File: src/cshpc_pkg.sv
`default_nettype none

package cshpc_pkg;

    // Half-period counter width
    localparam int COUNT_BITS = 16;
    // Width of the limit registers and of the reported count fields
    localparam int FIELD_W    = 16;
    // Common width for count vs. limit compares
    localparam int CMP_W      = (COUNT_BITS > FIELD_W) ? COUNT_BITS : FIELD_W;

    localparam logic [COUNT_BITS-1:0] CNT_MAX = '1;

    // Configuration register indexes
    localparam int CFG_IDX_W = 8;
    localparam logic [CFG_IDX_W-1:0] CFG_WHITE_LIMIT = 8'd0;
    localparam logic [CFG_IDX_W-1:0] CFG_BLACK_LIMIT = 8'd1;

    localparam logic [FIELD_W-1:0] WHITE_LIMIT_RST = 16'd31;
    localparam logic [FIELD_W-1:0] BLACK_LIMIT_RST = 16'd85;

    typedef enum logic [2:0] {
        COL_NONE  = 3'd0,
        COL_RED   = 3'd1,
        COL_GREEN = 3'd2,
        COL_BLUE  = 3'd3,
        COL_WHITE = 3'd4,
        COL_BLACK = 3'd5
    } t_color;

    typedef struct packed {
        logic               filter_s2;
        logic               filter_s3;
        logic               busy;
        logic               done;
        t_color             color_code;
        logic [FIELD_W-1:0] red_count;
        logic [FIELD_W-1:0] green_count;
        logic [FIELD_W-1:0] blue_count;
    } t_result;

    localparam int RESULT_W = $bits(t_result);

    // White wins over black; otherwise strictly smallest channel, tie -> none
    function automatic t_color classify(
        input logic [CMP_W-1:0] r,
        input logic [CMP_W-1:0] g,
        input logic [CMP_W-1:0] b,
        input logic [CMP_W-1:0] w,
        input logic [CMP_W-1:0] k
    );
        t_color c;
        if (r < w && g < w && b < w) begin
            c = COL_WHITE;
        end else if (r > k && g > k && b > k) begin
            c = COL_BLACK;
        end else if (r < b && r < g) begin
            c = COL_RED;
        end else if (g < b && g < r) begin
            c = COL_GREEN;
        end else if (b < r && b < g) begin
            c = COL_BLUE;
        end else begin
            c = COL_NONE;
        end
        return c;
    endfunction

endpackage

`default_nettype wire

File: src/cshpc_meas.sv
`default_nettype none

module cshpc_meas
    import cshpc_pkg::*;
(
    input  wire logic               i_clk,
    input  wire logic               i_rst_n,
    input  wire logic               i_valid,
    input  wire logic               i_start_req,
    input  wire logic               i_sensor_level,
    input  wire logic [FIELD_W-1:0] i_white_limit,
    input  wire logic [FIELD_W-1:0] i_black_limit,
    output t_result                 o_res
);

    typedef enum logic [1:0] {
        PH_IDLE  = 2'd0,
        PH_RED   = 2'd1,
        PH_GREEN = 2'd2,
        PH_BLUE  = 2'd3
    } t_phase;

    t_phase                r_phase,  n_phase;
    logic                  r_edge,   n_edge;
    logic                  r_entry,  n_entry;
    logic [COUNT_BITS-1:0] r_tick,   n_tick;
    logic [COUNT_BITS-1:0] r_red,    n_red;
    logic [COUNT_BITS-1:0] r_green,  n_green;
    logic [COUNT_BITS-1:0] r_blue,   n_blue;
    logic                  done;

    always_comb begin
        n_phase = r_phase;
        n_edge  = r_edge;
        n_entry = r_entry;
        n_tick  = r_tick;
        n_red   = r_red;
        n_green = r_green;
        n_blue  = r_blue;
        done    = 1'b0;
        case (r_phase)
            PH_IDLE: begin
                if (i_start_req) begin
                    n_phase = PH_RED;
                    n_edge  = 1'b0;
                    n_entry = i_sensor_level;
                end
            end
            default: begin
                if (!r_edge) begin
                    // waiting for the level to leave its entry value
                    if (i_sensor_level != r_entry) begin
                        n_edge = 1'b1;
                        n_tick = '0;
                    end
                end else begin
                    if (r_tick != CNT_MAX) begin
                        n_tick = r_tick + 1'b1;
                    end
                    if (i_sensor_level == r_entry) begin
                        case (r_phase)
                            PH_RED: begin
                                n_red   = n_tick;
                                n_phase = PH_GREEN;
                            end
                            PH_GREEN: begin
                                n_green = n_tick;
                                n_phase = PH_BLUE;
                            end
                            default: begin
                                n_blue  = n_tick;
                                n_phase = PH_IDLE;
                                done    = 1'b1;
                            end
                        endcase
                        n_edge  = 1'b0;
                        n_entry = i_sensor_level;
                    end
                end
            end
        endcase
    end

    always_comb begin
        o_res.filter_s2   = (n_phase == PH_GREEN);
        o_res.filter_s3   = (n_phase == PH_GREEN) || (n_phase == PH_BLUE);
        o_res.busy        = (n_phase != PH_IDLE);
        o_res.done        = done;
        o_res.color_code  = done ? classify(CMP_W'(n_red), CMP_W'(n_green), CMP_W'(n_blue),
                                            CMP_W'(i_white_limit), CMP_W'(i_black_limit))
                                 : COL_NONE;
        o_res.red_count   = FIELD_W'(n_red);
        o_res.green_count = FIELD_W'(n_green);
        o_res.blue_count  = FIELD_W'(n_blue);
    end

    always_ff @(posedge i_clk) begin
        if (!i_rst_n) begin
            r_phase <= PH_IDLE;
            r_edge  <= 1'b0;
            r_entry <= 1'b0;
            r_tick  <= '0;
            r_red   <= '0;
            r_green <= '0;
            r_blue  <= '0;
        end else if (i_valid) begin
            r_phase <= n_phase;
            r_edge  <= n_edge;
            r_entry <= n_entry;
            r_tick  <= n_tick;
            r_red   <= n_red;
            r_green <= n_green;
            r_blue  <= n_blue;
        end
    end

endmodule

`default_nettype wire

File: src/cshpc_skid.sv
`default_nettype none

module cshpc_skid
    import cshpc_pkg::*;
(
    input  wire logic i_clk,
    input  wire logic i_rst_n,
    input  wire logic i_valid,
    output logic      o_ready,
    input  t_result   i_data,
    output logic      o_valid,
    input  wire logic i_ready,
    output t_result   o_data
);

    logic    r_main_v;
    logic    r_skid_v;
    t_result r_main;
    t_result r_skid;
    logic    push;
    logic    main_free;

    assign o_ready   = !r_skid_v;
    assign o_valid   = r_main_v;
    assign o_data    = r_main;
    assign push      = i_valid && !r_skid_v;
    assign main_free = !r_main_v || i_ready;

    always_ff @(posedge i_clk) begin
        if (!i_rst_n) begin
            r_main_v <= 1'b0;
            r_skid_v <= 1'b0;
        end else if (main_free) begin
            if (r_skid_v) begin
                r_main_v <= 1'b1;
                r_skid_v <= 1'b0;
            end else begin
                r_main_v <= push;
            end
        end else if (push) begin
            r_skid_v <= 1'b1;
        end
    end

    always_ff @(posedge i_clk) begin
        if (main_free) begin
            if (r_skid_v) begin
                r_main <= r_skid;
            end else if (push) begin
                r_main <= i_data;
            end
        end else if (push) begin
            r_skid <= i_data;
        end
    end

`ifndef SYNTHESIS
    a_skid_needs_main: assert property (@(posedge i_clk) disable iff (!i_rst_n)
        r_skid_v |-> r_main_v)
        else $error("skid entry held with empty output register");

    a_hold_stalled: assert property (@(posedge i_clk) disable iff (!i_rst_n)
        (r_main_v && !i_ready) |=> (r_main_v && $stable(r_main)))
        else $error("stalled result changed or dropped");

    a_skid_drains: assert property (@(posedge i_clk) disable iff (!i_rst_n)
        (r_skid_v && i_ready) |=> (!r_skid_v && r_main_v && r_main == $past(r_skid)))
        else $error("skid entry not moved to output register");
`endif

endmodule

`default_nettype wire

File: src/color_sensor_half_period_classifier_core.sv
`default_nettype none

// Color sensor half-period classifier. Each input transfer is one timer tick
// carrying a start request (tdata bit 0) and the sampled sensor output level
// (tdata bit 1). On start while idle the block walks red, green and blue filter
// selects, times one half period of the sensor output per channel (counts
// saturate at the maximum), and on the tick the blue count is stored raises
// done with a color code: white if all counts are below white_limit, else black
// if all are above black_limit, else the strictly smallest channel, else none.
// Every input transfer yields exactly one output transfer showing the state
// after that tick. Rate: one tick per clock while tready is high; each result
// is registered in the output or skid register. The per-tick update is one
// pass through the phase logic between the state and output registers; a
// two-entry output buffer keeps accepting input in a downstream stall until
// the skid entry fills, then tready drops. Config writes are always accepted
// (o_cfg_ready is tied high) and should be issued only while idle.
module color_sensor_half_period_classifier_core
    import cshpc_pkg::*;
(
    input  wire logic                 i_clk,
    input  wire logic                 i_rst_n,

    // Input tick stream
    input  wire logic                 i_s_axis_tvalid,
    output logic                      o_s_axis_tready,
    input  wire logic [7:0]           i_s_axis_tdata,  // [0] start_req, [1] sensor_level,
                                                       // [7:2] zero

    // Result stream
    output logic                      o_m_axis_tvalid,
    input  wire logic                 i_m_axis_tready,
    output logic [55:0]               o_m_axis_tdata,  // [0] filter_s2, [1] filter_s3,
                                                       // [2] busy_res, [3] done_res,
                                                       // [6:4] color_code,
                                                       // [22:7] red_count,
                                                       // [38:23] green_count,
                                                       // [54:39] blue_count, [55] zero

    // Configuration writes
    input  wire logic                 i_cfg_valid,
    output logic                      o_cfg_ready,
    input  wire logic [CFG_IDX_W-1:0] i_cfg_index,
    input  wire logic [FIELD_W-1:0]   i_cfg_data
);

    logic [FIELD_W-1:0] r_white_limit;
    logic [FIELD_W-1:0] r_black_limit;
    logic               in_xfer;
    t_result            step_res;
    t_result            out_res;

    // Limit registers; writes to unknown indexes are dropped
    assign o_cfg_ready = 1'b1;

    always_ff @(posedge i_clk) begin
        if (!i_rst_n) begin
            r_white_limit <= WHITE_LIMIT_RST;
            r_black_limit <= BLACK_LIMIT_RST;
        end else if (i_cfg_valid) begin
            case (i_cfg_index)
                CFG_WHITE_LIMIT: r_white_limit <= i_cfg_data;
                CFG_BLACK_LIMIT: r_black_limit <= i_cfg_data;
                default: ;
            endcase
        end
    end

    // A tick advances the measurement only on an accepted transfer
    assign in_xfer = i_s_axis_tvalid && o_s_axis_tready;

    cshpc_meas u_meas (
        .i_clk          (i_clk),
        .i_rst_n        (i_rst_n),
        .i_valid        (in_xfer),
        .i_start_req    (i_s_axis_tdata[0]),
        .i_sensor_level (i_s_axis_tdata[1]),
        .i_white_limit  (r_white_limit),
        .i_black_limit  (r_black_limit),
        .o_res          (step_res)
    );

    cshpc_skid u_skid (
        .i_clk   (i_clk),
        .i_rst_n (i_rst_n),
        .i_valid (i_s_axis_tvalid),
        .o_ready (o_s_axis_tready),
        .i_data  (step_res),
        .o_valid (o_m_axis_tvalid),
        .i_ready (i_m_axis_tready),
        .o_data  (out_res)
    );

    assign o_m_axis_tdata = {1'b0,
                             out_res.blue_count,
                             out_res.green_count,
                             out_res.red_count,
                             out_res.color_code,
                             out_res.done,
                             out_res.busy,
                             out_res.filter_s3,
                             out_res.filter_s2};

endmodule

`default_nettype wire
File: config.mk
export PLATFORM = sky130hd
export DESIGN_NAME = color_sensor_half_period_classifier_core
export DESIGN_NICKNAME = d
export VERILOG_FILES = /design/src/cshpc_pkg.sv /design/src/cshpc_meas.sv /design/src/cshpc_skid.sv /design/src/color_sensor_half_period_classifier_core.sv
export SDC_FILE = /design/constraint.sdc
export NUM_CORES = 1
export LEC_CHECK = 0
export ABC_AREA = 0
export BUFFER_PORTS_ARGS = -buffer_cell sky130_fd_sc_hd__buf_2
export CAP_MARGIN = 20
export CORE_MARGIN = 10
export CORE_UTILIZATION = 60
export CTS_CLUSTER_DIAMETER = 50
export DETAILED_ROUTE_END_ITERATION = 10
export PLACE_DENSITY = 0.8
export SKIP_LAST_GASP = 1
export SYNTH_ARGS = -nofsm -noshare
export SYNTH_HDL_FRONTEND = slang
export SYNTH_HIERARCHICAL = 1
export SYNTH_SLANG_ARGS = --single-unit
File: constraint.sdc
create_clock -name i_clk -period 8.99 [get_ports i_clk]
set_input_delay 1.798 -clock i_clk [delete_from_list [all_inputs] [get_ports i_clk]]
set_output_delay 1.798 -clock i_clk [all_outputs]
set_load 0.005 [all_outputs]
==> summary.md, run 1 <==
| Metric | Value |
|---|---|
| Syn_nets | 1,396 |
| PortBufs | between 80 and 90 |
| Switching part of the total | 0.228 |
| Global-route wire length before repair | between 40,000 and 50,000 um |
| Die area | between 20,000 and 30,000 um2 |
| Sink Count | around 210 |
| Std-Cell Rows | 52 |
| Nets@finish | between 1,000 and 1,500 |
| Root buf cell | clkbuf_16 |
| CTS tree | yes |
| Pins Over Slew Limit | 0 |
| Postcts setup bufs | 0 |
| Vias in the first global route | 9,368 |
| Cell-internal power | roughly 0.0017 W |
| Initial Utilization | 0.614 |
| Num CTS Buffers | 25 |
| Power per cell area | around 150 nW/um2 |
| Die Ht | roughly 160 um |
| RSZ-0062 raised after global routing | false |
| TNS Setup | 0 ns |
| CP required | a little over 9 ns |
| PnR worst setup slack | ~2.9 ns |
| Headroom to the max-slew limit | 0.233 |
| Lkg Pwr | around 6.0 nW |
| Ant diodes | 0 |
| EDFF count, synth | 110 |
| Net Sw Power | 0.000488 W |
| Setup violations, final | 0 |
| GR Overflow Total | 0 |
| GRT Overall Usage | 0.231 |
| Initial antenna violation count | 0 |
| Tmin final | ~6.1 ns |
| Max FO, Critical Path | 25 |
| Hold_buf cts | 0 |
| Dpl ws | 2.48 ns |
| Register area share after synthesis | 0.428 |
| Least-Margin Pin Slew | 1.14 ns |
| DRC | 0 |
| Mean post-synth cell area | ~10 um2 |
| Largest net degree at the start of global routing | 67 |
| Final Cycle Share | 0.676 |
| Hold Worst Slack | between 0.4 and 0.5 ns |
| Io pins | between 90 and 100 |
| Yosys reg bits | 212 |
| Cts repair resizes | 0 |
| CTS Buffer Depth | 3 |
| Hold WC Path Type | reg2reg |
| Area growth, synth to finish | 11.9% |
| Post-DP HPWL | between 20,000 and 25,000 um |
| Placed Instances | roughly 1,500 |
| Main synth FF type | edfxtp_1 |
| Via density | a little over 6 |
| Crit path kind | in2reg |
| Antenna Nets Post-Route | 0 |
| Clk pin slew, worst setup/hold paths | 0.06 ns |
| Clock skew | roughly 0.018 ns |
| Routability congestion estimate | between 0.9 and 1 |
| Gate power share | 0.066 |
| Async SR Flop Fraction | 0 |
| Core footprint | between 20,000 and 25,000 um2 |
| Reg power frac | 0.491 |
| Crit end category | flop |
| Fin cells | between 1,500 and 2,000 |
| Synth warnings | 6 |
| Outcome | finished, final reports clean |
| Chip Width | 164 um |
| CP Launch Type | input port |
| CTS H-tree depth | 1 |
| First drt pass iteration count | 6 |
| Routed length per instance | ~20 um |
| Fin. Hold Viols | 0 |
| Crit path DAT | approximately 6.3 ns |
| Via count | between 9,000 and 10,000 |
| Mapped cell area | around 12,000 um2 |
| MaxCap Viol Count | 0 |
| Clk_lat worst skew | 0.51 ns |
| Post-synthesis cell count | about 1,200 |
| Drt initial violations | roughly 870 |
| Max frequency | 0.164 GHz |
| Fin util | 0.687 |
| Peak supply drop | 89.6 uV |
| Layout cells sized above 1 | 0.185 |
| Clk pwr share | 0.444 |
| Post-Route WL | roughly 32,000 um |
| Unique masters post-synth | approximately 80 |
metrics by stage:
stage          area [um2]  power, W
2_1_floorplan       12500   0.00116
3_3_place_gp        13200   0.00121
3_5_place_dp        13200   0.00121
4_1_cts             14000   0.00215
5_1_grt             14000   0.00220
6_report            14000   0.00214
placed cells by master (no fill, tap or decap), types with 7 or more instances in the layout:
cell type  count
mux2_2        54
buf_4         28
nand3_1       21
nor4_1        10
nor2b_1       18
a211oi_1      15
o211ai_1       9
xor2_1         9
o21ai_1        7
nor2_1       114
edfxtp_1     110
mux2i_1       63
dfxtp_1      101
inv_1         82
o21ai_0       47
nor3_1        12
o21a_1         9
clkbuf_16     25
nand2_1       93
a21o_1        11
a21oi_1       70
ha_1         146
buf_2         87
a31oi_1        8
nand4_1       28
synth_stat cells, drive strengths merged (3+ instances only):
master | number | area, um2
clkbuf | 29 | 109
or3 | 6 | 37.5
nor3b | 3 | 22.5
nand3 | 23 | 125
a22o | 6 | 52.6
nand4 | 30 | 200
and4 | 6 | 52.6
nor2b | 18 | 113
a2111oi | 3 | 32.5
o221ai | 3 | 26.3
o21ai | 56 | 295
a21o | 11 | 82.6
buf | 24 | 185
a31oi | 8 | 50.1
edfxtp | 110 | 3300
inv | 83 | 312
dfxtp | 102 | 2040
a22oi | 3 | 22.5
xor2 | 11 | 123
a2111o | 3 | 33.8
nor3 | 13 | 76.3
o211ai | 9 | 67.6
ha | 146 | 1830
and2 | 8 | 50.1
a211o | 5 | 43.8
nand2b | 6 | 37.5
mux2i | 63 | 631
a21boi | 3 | 26.3
a211oi | 15 | 113
nand3b | 4 | 30.0
a21oi | 71 | 367
or2 | 3 | 21.3
nand2 | 93 | 349
nor2 | 116 | 440
a221oi | 3 | 26.3
o31ai | 3 | 22.5
a311oi | 3 | 26.3
o21a | 10 | 75.1
nor4 | 12 | 87.6
mux2 | 60 | 698
xnor2 | 5 | 51.3
final timing paths:
path | endpoint | from | cells past startpoint | slack (ns)
min reg2reg | r_black_limit[8]$_SDFFE_PN0P_ | r_black_limit[8]$_SDFFE_PN0P_ | 2 | 0.46
min | r_black_limit[8]$_SDFFE_PN0P_ | r_black_limit[8]$_SDFFE_PN0P_ | 2 | 0.46
max | u_skid/o_data[49]$_DFFE_PP_ | i_s_axis_tdata[1] | 15 | 2.91
max reg2reg | u_skid/o_data[49]$_DFFE_PP_ | u_meas/r_tick[0]$_SDFFE_PN0P_ | 16 | 3.39
layer usage:
metal / part of all wire / global-route usage
met1: 0.40 / 0.295
met3: 0.086 / 0.0323
met5: 0 / 0
met2: 0.47 / 0.390
met4: 0.037 / 0.0865
state kept, by name, summed over array words and instances, names as in the netlist:
signal,cells
u_skid/o_data,55
r_white_limit,16
u_meas/r_tick,16
u_meas/r_phase,2
u_meas/r_edge,1
u_skid/r_skid_v,1
u_skid/r_skid,55
u_meas/r_red,16
u_meas/r_blue,16
u_meas/r_green,16
u_skid/o_valid,1
u_meas/r_entry,1
r_black_limit,16
cells by family (layout without fill, tap and decap cells):
logic type | Yosys count | in the layout | share of synthesized area
DFF | 212 | 212 | 0.428
other | 2 | 2 | 0.000601
adders and majority gates | 146 | 146 | 0.146
muxes | 123 | 123 | 0.106
AOI/OAI and AO/OA | 230 | 230 | 0.120
and+or+nand+nor | 348 | 348 | 0.137
buffers and inverters | 136 | 244 | 0.0485
xor gates and xnor gates | 16 | 16 | 0.0139
power by group through the flow:
stage | Clock (W) | Combinational [W] | Sequential [W]
after detailed placement | 0 | 0.000139 | 0.00107
after floorplan | 0 | 0.0000883 | 0.00107
after global routing | 0.000996 | 0.000153 | 0.00105
after CTS | 0.000958 | 0.000140 | 0.00105
after global placement | 0 | 0.000136 | 0.00107
final | 0.000949 | 0.000140 | 0.00105
area by class of cell:
type	instances	area, um2
clock inverters	14	119
well taps	270	338
multi-input cells	865	6560
inverters	83	312
clock buffers	31	658
fillers	1543	6380
repair buffers	116	653
flip-flops and latches	212	5350
worst max-delay path: stages:
cell and delay [ns]:
buf_2 0.13, xor2_1 0.18, or3_1 0.36, buf_4 0.24
inv_2 0.37, nor2_1 0.12, a21oi_1 0.68, ha_1 0.39
a21oi_1 0.13, o22ai_1 0.09, or3_1 0.36, nor4_1 0.51
nand4_1 0.39, o2111a_1 0.29, mux2_4 0.28
No activity file was read; power rests on OpenSTA's default activity.
==> run 2, diff against run 1 <==
Clock period 8.99 ns to 6 ns, I/O delays scaled along.
==> run 2 against run 1 <==
Combinational power increased by 56%; power increased by 54%; die area unchanged; wire length is 5.0% higher; register-to-register slack lost 2.4 ns; count of clock-buffer cells in the layout is 5 higher; critical path type is now reg2reg; largest cell class unchanged; highest routed layer unchanged.
==> summary.md, run 2 (same netlist as run 1, synthesis figures left out) <==
| Metric | Value |
|---|---|
| Least-Margin Pin Slew | 1.14 ns |
| Nets@finish | ~1,500 |
| Post-Route WL | 33,300 um |
| TNS Setup | 0 ns |
| CTS H-tree depth | 1 |
| Global-route wire length before repair | approximately 52,000 um |
| Clk pin slew, worst setup/hold paths | roughly 0.06 ns |
| Fill cells | 1,508 |
| Clk_lat worst skew | about 0.54 ns |
| Reg2Reg Depth | 16 |
| Die Ht | about 160 um |
| Crit path DAT | approximately 5.5 ns |
| Setup violations, final | 0 |
| Fin. Hold Viols | 0 |
| Initial antenna violation count | 0 |
| Layout cells sized above 1 | 0.203 |
| Drt initial violations | 1,102 |
| CP Launch Type | flop |
| MaxCap Viol Count | 0 |
| Chip Width | 164 um |
| Area growth, synth to finish | 13.9% |
| Routed length per instance | 20.6 um |
| Post-DP HPWL | approximately 24,000 um |
| RSZ-0062 raised after global routing | false |
| Via count | around 10,000 |
| CTS tree | yes |
| Hold_buf cts | 0 |
| Most frequent cells in the layout | ha_1 (146), nor2_1 (114), edfxtp_1 (110) |
| Outcome | finished, final reports clean |
| Crit path max-delay cell type | o21ai_0 |
| Pins Over Slew Limit | 0 |
| Critical path's largest stage delay | 0.94 ns |
| Largest net degree at the start of global routing | 66 |
| Max frequency | 0.198 GHz |
| Hold depth | 2 |
| Routability congestion estimate | 1.01 |
| Crit path top cell by count | ha_1 |
| First drt pass iteration count | 5 |
| Num CTS Buffers | 25 |
| GR Overflow Total | 0 |
| CTS Buffer Depth | 3 |
| Postcts setup bufs | 0 |
| Crit path kind | reg2reg |
| Peak supply drop | about 220 uV |
| Total power | around 0.0033 W |
| Headroom to the max-slew limit | 0.230 |
| Clock skew | about 0.022 ns |
| GRT Overall Usage | 0.243 |
| DRC | 0 |
| Fin cells | 1,618 |
| Io pins | 96 |
| Antenna Nets Post-Route | 0 |
| PortBufs | between 80 and 90 |
| Vias in the first global route | 9,643 |
| Hold WC Path Type | reg2reg |
| Via density | a little over 6 |
| Crit end category | flop |
| Core footprint | approximately 20,000 um2 |
| Placed Instances | 1,572 |
| Cell breakdown of the critical path | ha_1, nand4_1, nor4_2, buf_4, nor2_2, xnor2_1, o21ai_0, inv_1, ha_1, o211a_1, a2111oi_2, nor3b_1, a2111oi_0, a31oi_1, a21oi_1, mux2_4 |
| CP required | 6.40 ns |
| Ant diodes | 0 |
| Std-Cell Rows | 52 |
| Root buf cell | clkbuf_16 |
| Lkg Pwr | just over 6 nW |
| Die area | 27,000 um2 |
| Max FO, Critical Path | 11 |
| Cts repair resizes | 0 |
| Sink Count | 212 |
| Commonest non-fill, non-tap cell in the layout | ha_1 |
| Tmin final | slightly above 5 ns |
| Power per cell area | roughly 230 nW/um2 |
| Initial Utilization | 0.614 |
| Final Cycle Share | 0.842 |
## run 2: through the flow
stage | hold WS [ns] | worst slack, ns | instance area, um2 | utilization
floorplan | 0.435 | 0.0163 | 12500 | -
global placement | 0.443 | 0.689 | 13400 | 0.658
detailed placement | 0.450 | 0.661 | 13400 | 0.658
CTS | 0.462 | 1.04 | 14200 | 0.699
global route | 0.475 | 0.402 | 14200 | 0.699
finish | 0.459 | 0.949 | 14200 | 0.699
## run 2: path summary, 6_finish.rpt
| path | slack (ns) | endpoint | from |
|---|---|---|---|
| min | 0.46 | r_black_limit[11]$_SDFFE_PN0P_ | r_black_limit[11]$_SDFFE_PN0P_ |
| max reg2reg | 0.95 | u_skid/o_data[48]$_DFFE_PP_ | u_meas/r_tick[0]$_SDFFE_PN0P_ |
| min reg2reg | 0.46 | r_black_limit[11]$_SDFFE_PN0P_ | r_black_limit[11]$_SDFFE_PN0P_ |
| max | 0.95 | u_skid/o_data[48]$_DFFE_PP_ | u_meas/r_tick[0]$_SDFFE_PN0P_ |
## run 2: worst max-delay path, delay by kind of cell, from the launching register on
family	cells	cell delay, ns
buffers and inverters	2	0.45
DFF	1	0.50
xor gates and xnor gates	1	0.22
adders and majority gates	2	0.75
muxes	1	0.17
AOI/OAI and AO/OA	6	2.29
and+or+nand+nor	4	0.55
## run 2: per-layer routing
layer,up-vias,GRT usage,share of wire
met3,96,0.0476,0.089
met5,-,0,0
met4,0,0.0963,0.040
li1,4677,-,-
met1,4676,0.311,0.41
met2,468,0.398,0.47
## run 2: report_power, final
| part | total, W | switching [W] | leakage, nW | internal (W) |
|---|---|---|---|---|
| logic | 0.000218 | 0.000132 | 3.89 | 0.0000864 |
| registers | 0.00157 | 0.0000119 | 1.85 | 0.00156 |
| clock network | 0.00151 | 0.000615 | 0.407 | 0.000894 |
## run 2: cell type report
type / instances / area [um2] / area share
multi-input combinational: 865 / 6560 / 0.461
inverter: 83 / 312 / 0.0219
clock buffer: 36 / 719 / 0.0505
tap: 270 / 338 / 0.0237
clock inverter: 10 / 115 / 0.00809
timing repair buffer: 142 / 848 / 0.0596
sequential: 212 / 5350 / 0.376
==> run 3, diff against run 2 <==
Settings changed: CORE_UTILIZATION 60 to 55, PLACE_DENSITY 0.8 to 0.77.
Clock period 6 ns to 4.6 ns, I/O delays scaled along.
==> run 3 against run 2 <==
Combinational power is 37% higher; die area is 8.0% higher; critical path type unchanged; wire length is 0.97% higher; non-clock buffer count is 54 higher.
==> summary.md, run 3 (same netlist as run 1, synthesis figures left out) <==
| Metric | Value |
|---|---|
| Post-DP HPWL | between 20,000 and 30,000 um |
| Max frequency | 0.228 GHz |
| Pins Over Slew Limit | 0 |
| Hold_sp | r_white_limit[9]$_SDFFE_PN0P_ |
| Hold depth | 2 |
| Critical path's largest stage delay | roughly 0.54 ns |
| TNS Setup | 0 ns |
| Setup violations, final | 0 |
| Fin util | 0.657 |
| CP required | about 5 ns |
| Reg2Reg Depth | 16 |
| Crit path max-delay cell type | o21ai_0 |
| MaxCap Viol Count | 0 |
| GR Overflow Total | 0 |
| Fin. Hold Viols | 0 |
| Least-Margin Pin Slew | ~1.0 ns |
| Final Cycle Share | 0.955 |
| Root buf cell | clkbuf_16 |
| Core footprint | between 20,000 and 25,000 um2 |
| Hold path endpoint | r_white_limit[9]$_SDFFE_PN0P_ |
| Hold WC Path Type | reg2reg |
| Worst Path Buf+Inv | 3 |
| Num CTS Buffers | 26 |
| Most frequent cells in the layout | ha_1 (146), nor2_1 (114), edfxtp_1 (110) |
| Crit path DAT | roughly 4.8 ns |
| Outcome | finished, final reports clean |
| CTS Buffer Depth | 3 |
| Nets@finish | 1,567 |
| DRC | 0 |
| Routability congestion estimate | between 0.9 and 1 |
| Crit path max-delay family | compound AO/OA/AOI/OAI gates |
| CP Launch Type | flop |
| Global-route wire length before repair | about 53,000 um |
| Clk_lat worst skew | roughly 0.53 ns |
| Cell breakdown of the critical path | inv_1, ha_1, nand2b_1, or3_1, buf_4, o21ai_0, ha_1, a21oi_1, o22ai_1, o21ai_0, a41oi_1, a2111oi_0, buf_4, a31oi_1, a21oi_1, mux2_4 |
| Hold Worst Slack | roughly 0.46 ns |
| Largest net degree at the start of global routing | 63 |
| Routed length per instance | 19.9 um |
| Die area | between 20,000 and 30,000 um2 |
| R2r setup slk | between 0.2 and 0.25 ns |
| Io pins | 96 |
| Die Ht | approximately 170 um |
| Layout cells sized above 1 | 0.236 |
| R2R Path End | u_skid/o_data[48]$_DFFE_PP_ |
| PortBufs | between 80 and 90 |
| Std-Cell Rows | between 50 and 60 |
| Area growth, synth to finish | 18.3% |
| Via count | between 10,000 and 15,000 |
| Initial antenna violation count | 0 |
| Power per cell area | 300 nW/um2 |
| Post-Route WL | approximately 34,000 um |
| Antenna Nets Post-Route | 0 |
| Clock skew | about 0.011 ns |
| Chip Width | ~170 um |
| PnR worst setup slack | slightly above 0.2 ns |
| First drt pass iteration count | 6 |
| Crit end category | flop |
| Tmin final | around 4.4 ns |
| Lkg Pwr | 6.47 nW |
| GRT Overall Usage | 0.228 |
| Sink Count | 212 |
| Crit path kind | reg2reg |
| Worst r2r src | u_meas/r_phase[0]$_SDFFE_PN0P_ |
| Area after DPL | ~14,000 um2 |
| Hold_buf cts | 0 |
| Dpl ws | -0.0497 ns |
| Peak supply drop | between 200 and 250 uV |
| Via density | about 6.0 |
| CTS tree | yes |
| Clk pin slew, worst setup/hold paths | around 0.06 ns |
| Max FO, Critical Path | 14 |
| Final instance area | about 15,000 um2 |
| Headroom to the max-slew limit | 0.308 |
| Commonest non-fill, non-tap cell in the layout | ha_1 |
| RSZ-0062 raised after global routing | false |
| Ant diodes | 0 |
| Drt initial violations | a little over 1,000 |
| Vias in the first global route | approximately 10,000 |
| CTS H-tree depth | 1 |
| Initial Utilization | 0.555 |
==> run 3: changes by cell type in the layout (fill, tap and decap cells not counted), moves of 3 or more <==
cell      previous run  this run
clkinv_1             0         4
buf_4               55       105
clkbuf_4             3         0
buf_12               0         4
==> run 3: worst max path at each step <==
| stage | startpoint | endpoint | slack [ns] | cells past startpoint |
|---|---|---|---|---|
| after floorplan | i_s_axis_tdata[1] | u_skid/o_data[48]$_DFFE_PP_ | 0.42 | 14 |
| after global placement | i_s_axis_tdata[1] | u_skid/o_data[49]$_DFFE_PP_ | -0.02 | 16 |
| after detailed placement | i_s_axis_tdata[1] | u_skid/o_data[49]$_DFFE_PP_ | -0.05 | 16 |
| after CTS | u_meas/r_tick[1]$_SDFFE_PN0P_ | u_skid/o_data[48]$_DFFE_PP_ | 0.16 | 16 |
| after global routing | u_meas/r_phase[0]$_SDFFE_PN0P_ | u_skid/o_data[48]$_DFFE_PP_ | 0.00003 | 16 |
| final | u_meas/r_phase[0]$_SDFFE_PN0P_ | u_skid/o_data[48]$_DFFE_PP_ | 0.21 | 16 |
==> run 3: repair_timing <==
action | in CTS | in global routing
endpoints found under the setup margin | 0 | 6
buffers inserted | 0 | 0
resized for setup | 0 | 7
endpoints found under the hold margin | 0 | 0
==> run 3: worst reg2reg max path, stage by stage, from the launching register on <==
cell and delay (ns):
dfxtp_1 0.38, inv_1 0.12, ha_1 0.29, nand2b_1 0.20, or3_1 0.45, buf_4 0.26, o21ai_0 0.54, ha_1 0.37
a21oi_1 0.15, o22ai_1 0.10, o21ai_0 0.16, a41oi_1 0.17, a2111oi_0 0.48, buf_4 0.20, a31oi_1 0.04, a21oi_1 0.20
mux2_4 0.17
==> run 3: metrics by stage <==
step / power (W) / std cells
3_3_place_gp: 0.00237 / 1640
6_report: 0.00444 / 1689
2_1_floorplan: 0.00227 / 1213
5_1_grt: 0.00457 / 1689
4_1_cts: 0.00445 / 1688
3_5_place_dp: 0.00238 / 1640
==> run 3: layout make-up <==
class                           count  area, um2
Sequential cell                   212       5350
Tap cell                          285        357
Clock buffer                       30        687
Multi-Input combinational cell    865       6590
Timing Repair Buffer              196       1300
Clock inverter                     18        194
Inverter                           83        312
Fill cell                        1722       7710
==> run 3: routing by layer <==
| layer | share of wire | wire, um | global-route usage |
|---|---|---|---|
| met3 | 0.075 | 2510 | 0.0336 |
| met4 | 0.028 | 945 | 0.0740 |
| met2 | 0.47 | 15900 | 0.386 |
| met1 | 0.42 | 14300 | 0.292 |
| met5 | 0 | 0 | 0 |
==> run 3: power breakdown <==
| part | switching (W) | internal [W] |
|---|---|---|
| combinational | 0.000176 | 0.000122 |
| clock | 0.000831 | 0.00125 |
| sequential | 0.0000157 | 0.00204 |
